[config.mk]
export PLATFORM = sky130hd
export DESIGN_NAME = packet_fault_injector_flat
export DESIGN_NICKNAME = d
export VERILOG_FILES = /design/src/hdl/pfi_pkg.sv /design/src/hdl/pfi_ifs.sv /design/src/hdl/pfi_remu.sv /design/src/hdl/packet_fault_injector.sv /design/src/flat_wrapper.sv
export SDC_FILE = /design/constraint.sdc
export NUM_CORES = 2
export LEC_CHECK = 0
export ABC_AREA = 0
export BUFFER_PORTS_ARGS = -buffer_cell sky130_fd_sc_hd__buf_4
export CAP_MARGIN = 40
export CORE_UTILIZATION = 55
export CTS_CLUSTER_SIZE = 20
export DETAILED_ROUTE_END_ITERATION = 16
export GPL_ROUTABILITY_DRIVEN = 0
export PLACE_DENSITY = 0.77
export SLEW_MARGIN = 30
export SYNTH_ARGS = -nofsm -noshare
export SYNTH_HDL_FRONTEND = slang
export SYNTH_SLANG_ARGS = --single-unit
[constraint.sdc]
create_clock -name clk -period 23.6 [get_ports clk]
set_input_delay 2.36 -clock clk [delete_from_list [all_inputs] [get_ports clk]]
set_output_delay 2.36 -clock clk [all_outputs]
set_load 0.02 [all_outputs]
[src/hdl/pfi_pkg.sv]
// ----------------------------------------------------------------------------
// pfi_pkg
// Shared types, widths and constants for the packet fault injector.
// ----------------------------------------------------------------------------
package pfi_pkg;

  localparam int HANDLE_BITS  = 16;
  localparam int COUNT_BITS   = 32;
  localparam int CNT_BITS     = $clog2(COUNT_BITS + 1);
  localparam int PERIOD_BITS  = 16;
  localparam int PROB_BITS    = 54;
  localparam int SEED_BITS    = 64;
  localparam int CFG_IDX_BITS = 3;
  localparam int CFG_DATA_BITS = 64;

  localparam logic [63:0] GOLDEN_STEP = 64'h9E3779B97F4A7C15;
  localparam logic [63:0] MIX_A       = 64'hBF58476D1CE4E5B9;
  localparam logic [63:0] MIX_B       = 64'h94D049BB133111EB;
  localparam logic [63:0] SEED_OFFSET = 64'hD1B54A32D192ED03;

  typedef enum logic [CFG_IDX_BITS-1:0] {
    CFG_DROP_PERIOD    = 3'd0,
    CFG_REORDER_PERIOD = 3'd1,
    CFG_BURST_ENABLE   = 3'd2,
    CFG_BURST_SEED     = 3'd3,
    CFG_LOSS_GOOD      = 3'd4,
    CFG_LOSS_BAD       = 3'd5,
    CFG_GOOD_TO_BAD    = 3'd6,
    CFG_BAD_TO_GOOD    = 3'd7
  } pfi_cfg_idx_t;

  typedef enum logic [3:0] {
    S_IDLE,
    S_SEED,
    S_ADV,
    S_MUL,
    S_TEST,
    S_DECIDE,
    S_DROP_WAIT,
    S_POST,
    S_HOLD_WAIT,
    S_SECOND
  } pfi_state_t;

  typedef struct packed {
    logic                   start;
    logic [COUNT_BITS-1:0]  dividend;
    logic [PERIOD_BITS-1:0] divisor;
  } pfi_rem_req_t;

  typedef struct packed {
    logic done;
    logic zero;
  } pfi_rem_stat_t;

endpackage

[src/hdl/pfi_ifs.sv]
// ----------------------------------------------------------------------------
// pfi_ifs
// Valid/ready channel interfaces for packet handles in and results out.
// ----------------------------------------------------------------------------
interface pfi_in_if;
  logic                            valid;
  logic                            ready;
  logic [pfi_pkg::HANDLE_BITS-1:0] packet_handle;
  logic                            is_control;

  modport source (output valid, output packet_handle, output is_control, input ready);
  modport sink   (input valid, input packet_handle, input is_control, output ready);
endinterface

interface pfi_out_if;
  logic                            valid;
  logic                            ready;
  logic [pfi_pkg::HANDLE_BITS-1:0] out_handle;
  logic                            was_held;
  logic                            out_last;

  modport source (output valid, output out_handle, output was_held, output out_last,
                  input ready);
  modport sink   (input valid, input out_handle, input was_held, input out_last,
                  output ready);
endinterface

[src/hdl/pfi_remu.sv]
// ----------------------------------------------------------------------------
// pfi_remu
// Iterative unsigned remainder, one dividend bit per cycle.
// ----------------------------------------------------------------------------
module pfi_remu (
  input  logic                   clk,
  input  logic                   rst_n,
  input  pfi_pkg::pfi_rem_req_t  req,
  output pfi_pkg::pfi_rem_stat_t stat
);
  import pfi_pkg::*;

  logic                   busy_r;
  logic                   done_r;
  logic [CNT_BITS-1:0]    cnt_r;
  logic [COUNT_BITS-1:0]  dvd_r;
  logic [PERIOD_BITS-1:0] div_r;
  logic [PERIOD_BITS-1:0] rem_r;
  logic [PERIOD_BITS:0]   shifted;
  logic [PERIOD_BITS:0]   diff;

  // Restoring step: bring in the next dividend bit, subtract when it fits.
  assign shifted = {rem_r, dvd_r[COUNT_BITS-1]};
  assign diff    = shifted - {1'b0, div_r};

  always_ff @(posedge clk) begin
    if (!rst_n) begin
      busy_r <= 1'b0;
      done_r <= 1'b0;
      cnt_r  <= '0;
    end else begin
      done_r <= 1'b0;
      if (req.start && !busy_r) begin
        busy_r <= 1'b1;
        cnt_r  <= CNT_BITS'(COUNT_BITS);
      end else if (busy_r) begin
        cnt_r <= cnt_r - CNT_BITS'(1);
        if (cnt_r == CNT_BITS'(1)) begin
          busy_r <= 1'b0;
          done_r <= 1'b1;
        end
      end
    end
  end

  always_ff @(posedge clk) begin
    if (req.start && !busy_r) begin
      dvd_r <= req.dividend;
      div_r <= req.divisor;
      rem_r <= '0;
    end else if (busy_r) begin
      dvd_r <= {dvd_r[COUNT_BITS-2:0], 1'b0};
      if (!diff[PERIOD_BITS]) begin
        rem_r <= diff[PERIOD_BITS-1:0];
      end else begin
        rem_r <= shifted[PERIOD_BITS-1:0];
      end
    end
  end

  assign stat.done = done_r;
  assign stat.zero = (rem_r == '0);

  a_done_idle: assert property (@(posedge clk) disable iff (!rst_n)
    done_r |-> !busy_r)
    else $error("remainder done while still iterating");

  a_rem_below_div: assert property (@(posedge clk) disable iff (!rst_n)
    done_r |-> (rem_r < div_r))
    else $error("remainder not below divisor");

  a_no_restart: assert property (@(posedge clk) disable iff (!rst_n)
    busy_r |-> !req.start)
    else $error("remainder unit started while busy");

endmodule

[src/hdl/packet_fault_injector.sv]
// A control packet, or any packet while all faults are off, is in the output register in the
// cycle after its transaction; one such packet is taken per cycle while the output is free.
// A counted packet goes through a burst step when enabled (two draws of one 64-bit mix with
// two 64x64 products on one 32x32 multiplier) and a period test on the shared remainder unit
// for each period in use (one dividend bit per cycle); the block takes one packet at a time.
// Reset (synchronous, active low) clears config registers, count, generator, chain state and the hold.
// ----------------------------------------------------------------------------
// packet_fault_injector
// Gilbert-Elliott burst loss with a splitmix64 source, periodic drop and
// periodic hold-and-swap reordering of packet handles.
// ----------------------------------------------------------------------------
module packet_fault_injector (
  input  logic                             clk,
  input  logic                             rst_n,
  pfi_in_if.sink                           in_ch,
  pfi_out_if.source                        out_ch,
  input  logic                             cfg_we,
  input  logic [pfi_pkg::CFG_IDX_BITS-1:0] cfg_index,
  input  logic [pfi_pkg::CFG_DATA_BITS-1:0] cfg_data
);
  import pfi_pkg::*;

  // Configuration registers.
  logic [PERIOD_BITS-1:0] drop_period_r;
  logic [PERIOD_BITS-1:0] reorder_period_r;
  logic                   burst_enable_r;
  logic [SEED_BITS-1:0]   burst_seed_r;
  logic [PROB_BITS-1:0]   loss_good_r;
  logic [PROB_BITS-1:0]   loss_bad_r;
  logic [PROB_BITS-1:0]   good_to_bad_r;
  logic [PROB_BITS-1:0]   bad_to_good_r;

  // Block state.
  pfi_state_t             state_r, state_nxt;
  logic [COUNT_BITS-1:0]  seen_count_r, seen_count_nxt;
  logic [63:0]            rng_state_r, rng_state_nxt;
  logic                   bad_state_r, bad_state_nxt;
  logic                   rng_seeded_r, rng_seeded_nxt;
  logic                   held_valid_r, held_valid_nxt;
  logic [HANDLE_BITS-1:0] held_handle_r, held_handle_nxt;
  logic [HANDLE_BITS-1:0] cur_handle_r, cur_handle_nxt;
  logic                   lost_r, lost_nxt;
  logic                   draw_r, draw_nxt;

  // Mixing datapath: one 32x32 multiplier walked through the partial products.
  logic [63:0]            z_r, z_nxt;
  logic [63:0]            acc_r, acc_nxt;
  logic [63:0]            prod_r;
  logic [1:0]             ph_r, ph_nxt;
  logic                   mul_sel_r, mul_sel_nxt;
  logic [63:0]            mix_const;
  logic [31:0]            mul_a;
  logic [31:0]            mul_b;
  logic [63:0]            mul_res;
  logic [63:0]            adv;
  logic [PROB_BITS-1:0]   draw_prob;
  logic                   draw_hit;

  // Output register.
  logic                   out_valid_r;
  logic [HANDLE_BITS-1:0] out_handle_r;
  logic                   was_held_r;
  logic                   out_last_r;
  logic                   out_load;
  logic [HANDLE_BITS-1:0] out_handle_ld;
  logic                   was_held_ld;
  logic                   out_last_ld;

  logic                   in_fire;
  logic                   out_free;
  logic                   faults_off;

  pfi_rem_req_t           rem_req;
  pfi_rem_stat_t          rem_stat;

  pfi_remu u_remu (
    .clk   (clk),
    .rst_n (rst_n),
    .req   (rem_req),
    .stat  (rem_stat)
  );

  // The output register is free when empty or when its transaction completes now.
  assign out_free    = !out_valid_r || out_ch.ready;
  assign in_ch.ready = (state_r == S_IDLE) && out_free;
  assign in_fire     = in_ch.valid && in_ch.ready;
  assign faults_off  = (drop_period_r == '0) && (reorder_period_r == '0) && !burst_enable_r;

  assign out_ch.valid      = out_valid_r;
  assign out_ch.out_handle = out_handle_r;
  assign out_ch.was_held   = was_held_r;
  assign out_ch.out_last   = out_last_r;

  // Low 64 bits of z * C from three 32x32 products:
  // lo*lo, then lo*hi and hi*lo added into the upper word.
  assign mix_const = mul_sel_r ? MIX_B : MIX_A;
  assign mul_a     = (ph_r == 2'd2) ? z_r[63:32] : z_r[31:0];
  assign mul_b     = (ph_r == 2'd1) ? mix_const[63:32] : mix_const[31:0];
  assign mul_res   = {acc_r[63:32] + prod_r[31:0], acc_r[31:0]};
  assign adv       = rng_state_r + GOLDEN_STEP;

  // The first draw of a step tests loss, the second tests the state change.
  always_comb begin
    if (!draw_r) begin
      draw_prob = bad_state_r ? loss_bad_r : loss_good_r;
    end else begin
      draw_prob = bad_state_r ? bad_to_good_r : good_to_bad_r;
    end
  end
  assign draw_hit = {1'b0, z_r[63:11]} < draw_prob;

  always_comb begin
    state_nxt       = state_r;
    seen_count_nxt  = seen_count_r;
    rng_state_nxt   = rng_state_r;
    bad_state_nxt   = bad_state_r;
    rng_seeded_nxt  = rng_seeded_r;
    held_valid_nxt  = held_valid_r;
    held_handle_nxt = held_handle_r;
    cur_handle_nxt  = cur_handle_r;
    lost_nxt        = lost_r;
    draw_nxt        = draw_r;
    z_nxt           = z_r;
    acc_nxt         = acc_r;
    ph_nxt          = ph_r;
    mul_sel_nxt     = mul_sel_r;
    out_load        = 1'b0;
    out_handle_ld   = cur_handle_r;
    was_held_ld     = 1'b0;
    out_last_ld     = 1'b1;
    rem_req.start    = 1'b0;
    rem_req.dividend = seen_count_r;
    rem_req.divisor  = (state_r == S_DECIDE) ? drop_period_r : reorder_period_r;

    unique case (state_r)
      S_IDLE: begin
        if (in_fire) begin
          cur_handle_nxt = in_ch.packet_handle;
          if (in_ch.is_control || faults_off) begin
            out_load      = 1'b1;
            out_handle_ld = in_ch.packet_handle;
          end else begin
            seen_count_nxt = seen_count_r + COUNT_BITS'(1);
            lost_nxt       = 1'b0;
            draw_nxt       = 1'b0;
            state_nxt      = burst_enable_r ? S_SEED : S_DECIDE;
          end
        end
      end
      S_SEED: begin
        // The generator is seeded once, at the first burst step after reset.
        if (!rng_seeded_r) begin
          rng_state_nxt  = burst_seed_r + SEED_OFFSET;
          bad_state_nxt  = 1'b0;
          rng_seeded_nxt = 1'b1;
        end
        state_nxt = S_ADV;
      end
      S_ADV: begin
        rng_state_nxt = adv;
        z_nxt         = adv ^ (adv >> 30);
        ph_nxt        = 2'd0;
        mul_sel_nxt   = 1'b0;
        state_nxt     = S_MUL;
      end
      S_MUL: begin
        ph_nxt = ph_r + 2'd1;
        unique case (ph_r)
          2'd0: begin
          end
          2'd1: begin
            acc_nxt = prod_r;
          end
          2'd2: begin
            acc_nxt = mul_res;
          end
          2'd3: begin
            if (!mul_sel_r) begin
              z_nxt       = mul_res ^ (mul_res >> 27);
              mul_sel_nxt = 1'b1;
            end else begin
              z_nxt     = mul_res ^ (mul_res >> 31);
              state_nxt = S_TEST;
            end
          end
        endcase
      end
      S_TEST: begin
        if (!draw_r) begin
          lost_nxt  = draw_hit;
          draw_nxt  = 1'b1;
          state_nxt = S_ADV;
        end else begin
          if (draw_hit) begin
            bad_state_nxt = !bad_state_r;
          end
          state_nxt = S_DECIDE;
        end
      end
      S_DECIDE: begin
        if (lost_r) begin
          state_nxt = S_IDLE;
        end else if (drop_period_r != '0) begin
          rem_req.start = 1'b1;
          state_nxt     = S_DROP_WAIT;
        end else begin
          state_nxt = S_POST;
        end
      end
      S_DROP_WAIT: begin
        if (rem_stat.done) begin
          state_nxt = rem_stat.zero ? S_IDLE : S_POST;
        end
      end
      S_POST: begin
        // The output register is empty here: it was free when the packet came in.
        if (held_valid_r) begin
          out_load    = 1'b1;
          out_last_ld = 1'b0;
          state_nxt   = S_SECOND;
        end else if (reorder_period_r != '0) begin
          rem_req.start = 1'b1;
          state_nxt     = S_HOLD_WAIT;
        end else begin
          out_load  = 1'b1;
          state_nxt = S_IDLE;
        end
      end
      S_HOLD_WAIT: begin
        if (rem_stat.done) begin
          if (rem_stat.zero) begin
            held_handle_nxt = cur_handle_r;
            held_valid_nxt  = 1'b1;
          end else begin
            out_load = 1'b1;
          end
          state_nxt = S_IDLE;
        end
      end
      S_SECOND: begin
        if (out_free) begin
          out_load       = 1'b1;
          out_handle_ld  = held_handle_r;
          was_held_ld    = 1'b1;
          held_valid_nxt = 1'b0;
          state_nxt      = S_IDLE;
        end
      end
      default: begin
        state_nxt = S_IDLE;
      end
    endcase
  end

  always_ff @(posedge clk) begin
    if (!rst_n) begin
      state_r      <= S_IDLE;
      seen_count_r <= '0;
      rng_state_r  <= '0;
      bad_state_r  <= 1'b0;
      rng_seeded_r <= 1'b0;
      held_valid_r <= 1'b0;
      lost_r       <= 1'b0;
      draw_r       <= 1'b0;
      ph_r         <= '0;
      mul_sel_r    <= 1'b0;
      out_valid_r  <= 1'b0;
    end else begin
      state_r      <= state_nxt;
      seen_count_r <= seen_count_nxt;
      rng_state_r  <= rng_state_nxt;
      bad_state_r  <= bad_state_nxt;
      rng_seeded_r <= rng_seeded_nxt;
      held_valid_r <= held_valid_nxt;
      lost_r       <= lost_nxt;
      draw_r       <= draw_nxt;
      ph_r         <= ph_nxt;
      mul_sel_r    <= mul_sel_nxt;
      if (out_load) begin
        out_valid_r <= 1'b1;
      end else if (out_ch.ready) begin
        out_valid_r <= 1'b0;
      end
    end
  end

  // Datapath registers carry no reset.
  always_ff @(posedge clk) begin
    held_handle_r <= held_handle_nxt;
    cur_handle_r  <= cur_handle_nxt;
    z_r           <= z_nxt;
    acc_r         <= acc_nxt;
    prod_r        <= {32'b0, mul_a} * {32'b0, mul_b};
    if (out_load) begin
      out_handle_r <= out_handle_ld;
      was_held_r   <= was_held_ld;
      out_last_r   <= out_last_ld;
    end
  end

  // Configuration writes; bits above a register's width are ignored.
  always_ff @(posedge clk) begin
    if (!rst_n) begin
      drop_period_r    <= '0;
      reorder_period_r <= '0;
      burst_enable_r   <= 1'b0;
      burst_seed_r     <= '0;
      loss_good_r      <= '0;
      loss_bad_r       <= '0;
      good_to_bad_r    <= '0;
      bad_to_good_r    <= '0;
    end else if (cfg_we) begin
      unique case (pfi_cfg_idx_t'(cfg_index))
        CFG_DROP_PERIOD:    drop_period_r    <= cfg_data[PERIOD_BITS-1:0];
        CFG_REORDER_PERIOD: reorder_period_r <= cfg_data[PERIOD_BITS-1:0];
        CFG_BURST_ENABLE:   burst_enable_r   <= cfg_data[0];
        CFG_BURST_SEED:     burst_seed_r     <= cfg_data[SEED_BITS-1:0];
        CFG_LOSS_GOOD:      loss_good_r      <= cfg_data[PROB_BITS-1:0];
        CFG_LOSS_BAD:       loss_bad_r       <= cfg_data[PROB_BITS-1:0];
        CFG_GOOD_TO_BAD:    good_to_bad_r    <= cfg_data[PROB_BITS-1:0];
        CFG_BAD_TO_GOOD:    bad_to_good_r    <= cfg_data[PROB_BITS-1:0];
        default: begin
        end
      endcase
    end
  end

  // A released held packet always closes the results of its input.
  a_held_is_last: assert property (@(posedge clk) disable iff (!rst_n)
    (out_valid_r && was_held_r) |-> out_last_r)
    else $error("held packet released without last flag");

  // The release of a held packet waits only behind the current packet's result.
  a_second_pending: assert property (@(posedge clk) disable iff (!rst_n)
    (state_r == S_SECOND) |-> (held_valid_r && out_valid_r))
    else $error("release state without a held packet or first result");

  // The packet count moves only right after an input transaction.
  a_count_on_input: assert property (@(posedge clk) disable iff (!rst_n)
    ($past(rst_n) && (seen_count_r != $past(seen_count_r))) |-> $past(in_fire))
    else $error("packet count changed without an input transaction");

endmodule

[src/flat_wrapper.sv]
// flat-port wrapper written by rule: the top's interface ports become plain ports
module packet_fault_injector_flat import pfi_pkg::*;
  (clk, rst_n, cfg_we, cfg_index, cfg_data, in_ch_valid, in_ch_packet_handle, in_ch_is_control, in_ch_ready, out_ch_valid, out_ch_out_handle, out_ch_was_held, out_ch_out_last, out_ch_ready);
  pfi_in_if in_ch_i ();
  pfi_out_if out_ch_i ();
  input  logic clk;
  input  logic rst_n;
  input  logic cfg_we;
  input  logic [pfi_pkg::CFG_IDX_BITS-1:0] cfg_index;
  input  logic [pfi_pkg::CFG_DATA_BITS-1:0] cfg_data;
  input wire logic [$bits(in_ch_i.valid)-1:0] in_ch_valid;
  input wire logic [$bits(in_ch_i.packet_handle)-1:0] in_ch_packet_handle;
  input wire logic [$bits(in_ch_i.is_control)-1:0] in_ch_is_control;
  output wire logic [$bits(in_ch_i.ready)-1:0] in_ch_ready;
  output wire logic [$bits(out_ch_i.valid)-1:0] out_ch_valid;
  output wire logic [$bits(out_ch_i.out_handle)-1:0] out_ch_out_handle;
  output wire logic [$bits(out_ch_i.was_held)-1:0] out_ch_was_held;
  output wire logic [$bits(out_ch_i.out_last)-1:0] out_ch_out_last;
  input wire logic [$bits(out_ch_i.ready)-1:0] out_ch_ready;
  assign in_ch_i.valid = in_ch_valid;
  assign in_ch_i.packet_handle = in_ch_packet_handle;
  assign in_ch_i.is_control = in_ch_is_control;
  assign in_ch_ready = in_ch_i.ready;
  assign out_ch_valid = out_ch_i.valid;
  assign out_ch_out_handle = out_ch_i.out_handle;
  assign out_ch_was_held = out_ch_i.was_held;
  assign out_ch_out_last = out_ch_i.out_last;
  assign out_ch_i.ready = out_ch_ready;
  packet_fault_injector u_core (.clk(clk), .rst_n(rst_n), .in_ch(in_ch_i), .out_ch(out_ch_i), .cfg_we(cfg_we), .cfg_index(cfg_index), .cfg_data(cfg_data));
endmodule
==> impl_metrics.json <==
{
  "run_status": "finished clean",
  "vias": 52100,
  "syn_area_um2": 65300,
  "drc_errors": 0,
  "cp.arrival_ps": 11340,
  "ys.flop_type": "dfxtp_1",
  "worstHoldStart": "u_core.bad_to_good_r[1]",
  "synth_warnings": 0,
  "io_buffers": 108,
  "io_pins": 109,
  "min_period_over_period_pct": 45.7,
  "cts_buffer_depth": 3,
  "grt_pass1_wl_mm": 298,
  "grt-ovfl-total": 0,
  "drtAntennaViolNets": 0,
  "cts_hold_buf": 0,
  "grt_start_max_net_pins": 233,
  "max_slew_margin_pct": 33.1,
  "antenna_found_initial": 9,
  "fillers": 9771,
  "whs_ps": 453,
  "hold_depth": 2,
  "dieArea_um2": 120000,
  "critPathMaxStageDelay_ps": 790,
  "die_h_um": 347,
  "netlist_instances": 7121,
  "hold_viol_final": 0,
  "reg2reg_to": "u_core.prod_r[62]",
  "rsz0062_at_grt": "false",
  "synth_cell_types": 83,
  "ctsResizeCount": 0,
  "wl_mm": 195,
  "reg2regPathDepth": 30,
  "drive_above_1_share_pct": 6.94,
  "start_util_pct": 55.4,
  "via_per_inst": 6.01,
  "areaGrowthSynthToFinish_pct": 7.07,
  "cts_root_buf": "clkbuf_16",
  "synth-edff-count": 226,
  "final-seq-area_um2": 17000,
  "wire_per_inst_um": 22.5,
  "drv_cap": 0,
  "worstPathRequired_ps": 24160,
  "cts.sinks": 736,
  "first_global_vias": 51800,
  "hold_path_class": "flop to flop",
  "crit_type": "flop to flop",
  "multi_input_area_um2": 42900,
  "tightest_slew_ps": 994,
  "drtPass1Iterations": 8,
  "clkLatencyLatePin_ps": 650,
  "avgSynthCellArea_um2": 9.18,
  "fmax_mhz": 92.7,
  "ys_seq_elements": 736,
  "final_core_util_pct": 59.3,
  "fin_skew_ps": 24.2,
  "path_common_cell": "fa_1",
  "grtUsageTotal_pct": 32.2,
  "fp.dieW_um": 347,
  "tritoncts": "yes",
  "path_max_fanout": 68,
  "drt-initial-drc-count": 6874,
  "cp-start-kind": "flop",
  "nNetsFinal": 8416,
  "synth_nets": 8472,
  "finalSetupTns_ps": 0,
  "numCtsBuffers": 70,
  "htreeDepth": 3,
  "cts_post_setup_buffers_inserted": 0,
  "cp-end-kind": "flop",
  "r2r_setup_slack_ps": 12820,
  "clk_pin_slew_ps": 60,
  "async_reset_ff_share_pct": 0,
  "setup_viol": 0,
  "whs_endpoint": "u_core.bad_to_good_r[1]",
  "reg2reg_from": "u_core.ph_r[0]",
  "slew_violations": 0,
  "coreArea_um2": 118000,
  "slowest_stage": "o31ai_1",
  "dpl.hpwl_mm": 154,
  "layout_min_cycle_time_ps": 10780,
  "rows": 126,
  "synth_sequential_area_ratio_pct": 26.0
}
-- layout make-up --
cell class / count / share of cell area, %
multi-input cells: 4883 / 61.3
flip-flops and latches: 736 / 24.3
inverters: 1209 / 6.50
clock buffers: 97 / 2.79
well taps: 1536 / 2.75
repair buffers: 165 / 1.94
clock inverters: 31 / 0.449
diodes: 4 / 0.0143
-- synth_stat cells, drive strengths merged (8+ instances only) --
| master | instances | share of area [%] |
|---|---|---|
| clkbuf | 258 | 1.5 |
| xnor2 | 188 | 2.5 |
| mux2i | 54 | 0.83 |
| and3 | 31 | 0.30 |
| a221oi | 20 | 0.27 |
| nor2b | 59 | 0.56 |
| a21boi | 16 | 0.18 |
| and2 | 21 | 0.20 |
| nor4 | 21 | 0.21 |
| nand3 | 60 | 0.46 |
| edfxtp | 226 | 10 |
| a21oi | 614 | 4.7 |
| o211ai | 13 | 0.16 |
| a2111oi | 10 | 0.13 |
| a211oi | 19 | 0.23 |
| o221ai | 11 | 0.15 |
| nand2 | 1025 | 5.9 |
| o21bai | 23 | 0.26 |
| or3 | 33 | 0.32 |
| fa | 803 | 25 |
| nand4 | 32 | 0.31 |
| dfxtp | 510 | 16 |
| mux4 | 54 | 1.9 |
| mux2 | 99 | 1.7 |
| o21a | 24 | 0.28 |
| nand2b | 24 | 0.23 |
| inv | 1203 | 6.9 |
| ha | 459 | 8.8 |
| nor3b | 8 | 0.092 |
| a21o | 92 | 1.1 |
| nor2 | 450 | 2.6 |
| o22ai | 14 | 0.13 |
| nor3 | 74 | 0.57 |
| buf | 35 | 0.22 |
| o31ai | 8 | 0.11 |
| o21ai | 225 | 1.7 |
| a211o | 9 | 0.12 |
| xor2 | 119 | 1.6 |
| or2 | 19 | 0.18 |
| a31oi | 32 | 0.31 |
| a222oi | 19 | 0.29 |
-- logic make-up (layout without fill, tap and decap cells) --
| group | Yosys count | after routing | synth area share, % |
|---|---|---|---|
| AND/OR/NAND/NOR | 1880 | 1880 | 12.2 |
| AO/OA/AOI/OAI | 1226 | 1226 | 11.2 |
| XOR/XNOR | 308 | 308 | 4.15 |
| multiplexers | 207 | 207 | 4.39 |
| other | 0 | 4 | 0 |
| flip-flops | 736 | 736 | 26.0 |
| adder cells (fa/ha/maj) | 1262 | 1262 | 33.4 |
| buffers and inverters | 1502 | 1502 | 8.65 |
-- per-stage QoR --
stage | worst slack, ps | cells | cell area, um2
final | 12820 | 8661 | 70000
after floorplan | 14760 | 7121 | 65300
after global placement | 13230 | 8517 | 67500
after global routing | 12360 | 8658 | 70000
after CTS | 13010 | 8650 | 69800
after detailed placement | 13070 | 8522 | 67600
-- routing by layer --
metal	GRT usage (%)	part of all wire, %
met4	16.3	6.2
met1	43.7	39
met5	0	0.040
met3	7.36	12
met2	48.3	44
-- layout by cell type, fill, tap and decap left out, types with 20 or more instances in the layout --
cell type / instances
a21o_1: 92
a21oi_1: 612
a221oi_1: 20
a31oi_1: 32
and2_1: 21
and3_1: 31
buf_4: 152
clkbuf_16: 71
dfxtp_1: 507
edfxtp_1: 226
fa_1: 803
ha_1: 456
inv_1: 1200
mux2_2: 99
mux2i_1: 54
mux4_2: 54
nand2_1: 1024
nand2b_1: 24
nand3_1: 57
nand4_1: 32
nor2_1: 439
nor2b_1: 59
nor3_1: 73
o21a_1: 24
o21ai_0: 218
o21bai_1: 23
or3_1: 32
xnor2_1: 187
xor2_1: 119
-- worst max path at each step --
stage / startpoint / endpoint / cells past startpoint
final: u_core.ph_r[0] / u_core.prod_r[62] / 30
after global routing: u_core.ph_r[0] / u_core.prod_r[62] / 30
after CTS: u_core.ph_r[0] / u_core.prod_r[62] / 30
after detailed placement: u_core.ph_r[0] / u_core.prod_r[62] / 30
after global placement: u_core.ph_r[0] / u_core.prod_r[62] / 29
after floorplan: u_core.ph_r[0] / u_core.prod_r[63] / 32
-- worst max-delay path: cells and delay by family (launching register included) --
kind / cells / cell delay, ps
buf+inv: 9 / 1680
fa+ha+maj: 10 / 4760
compound gates: 9 / 3220
mux: 1 / 450
flops: 1 / 390
xor+xnor: 1 / 150
-- sequential cells by signal (all words and copies together), names as in the netlist, 32 cells and up --
register	cells
u_core.seen_count_r	32
u_core.z_r	64
u_core.acc_r	64
u_core.u_remu.dvd_r	32
u_core.good_to_bad_r	54
u_core.prod_r	64
u_core.rng_state_r	64
u_core.burst_seed_r	64
u_core.loss_bad_r	54
u_core.loss_good_r	54
u_core.bad_to_good_r	54
Power is left out: the tool's default activity adds up to more than one toggle a clock period on the data nets, which glitch-free logic cannot reach.
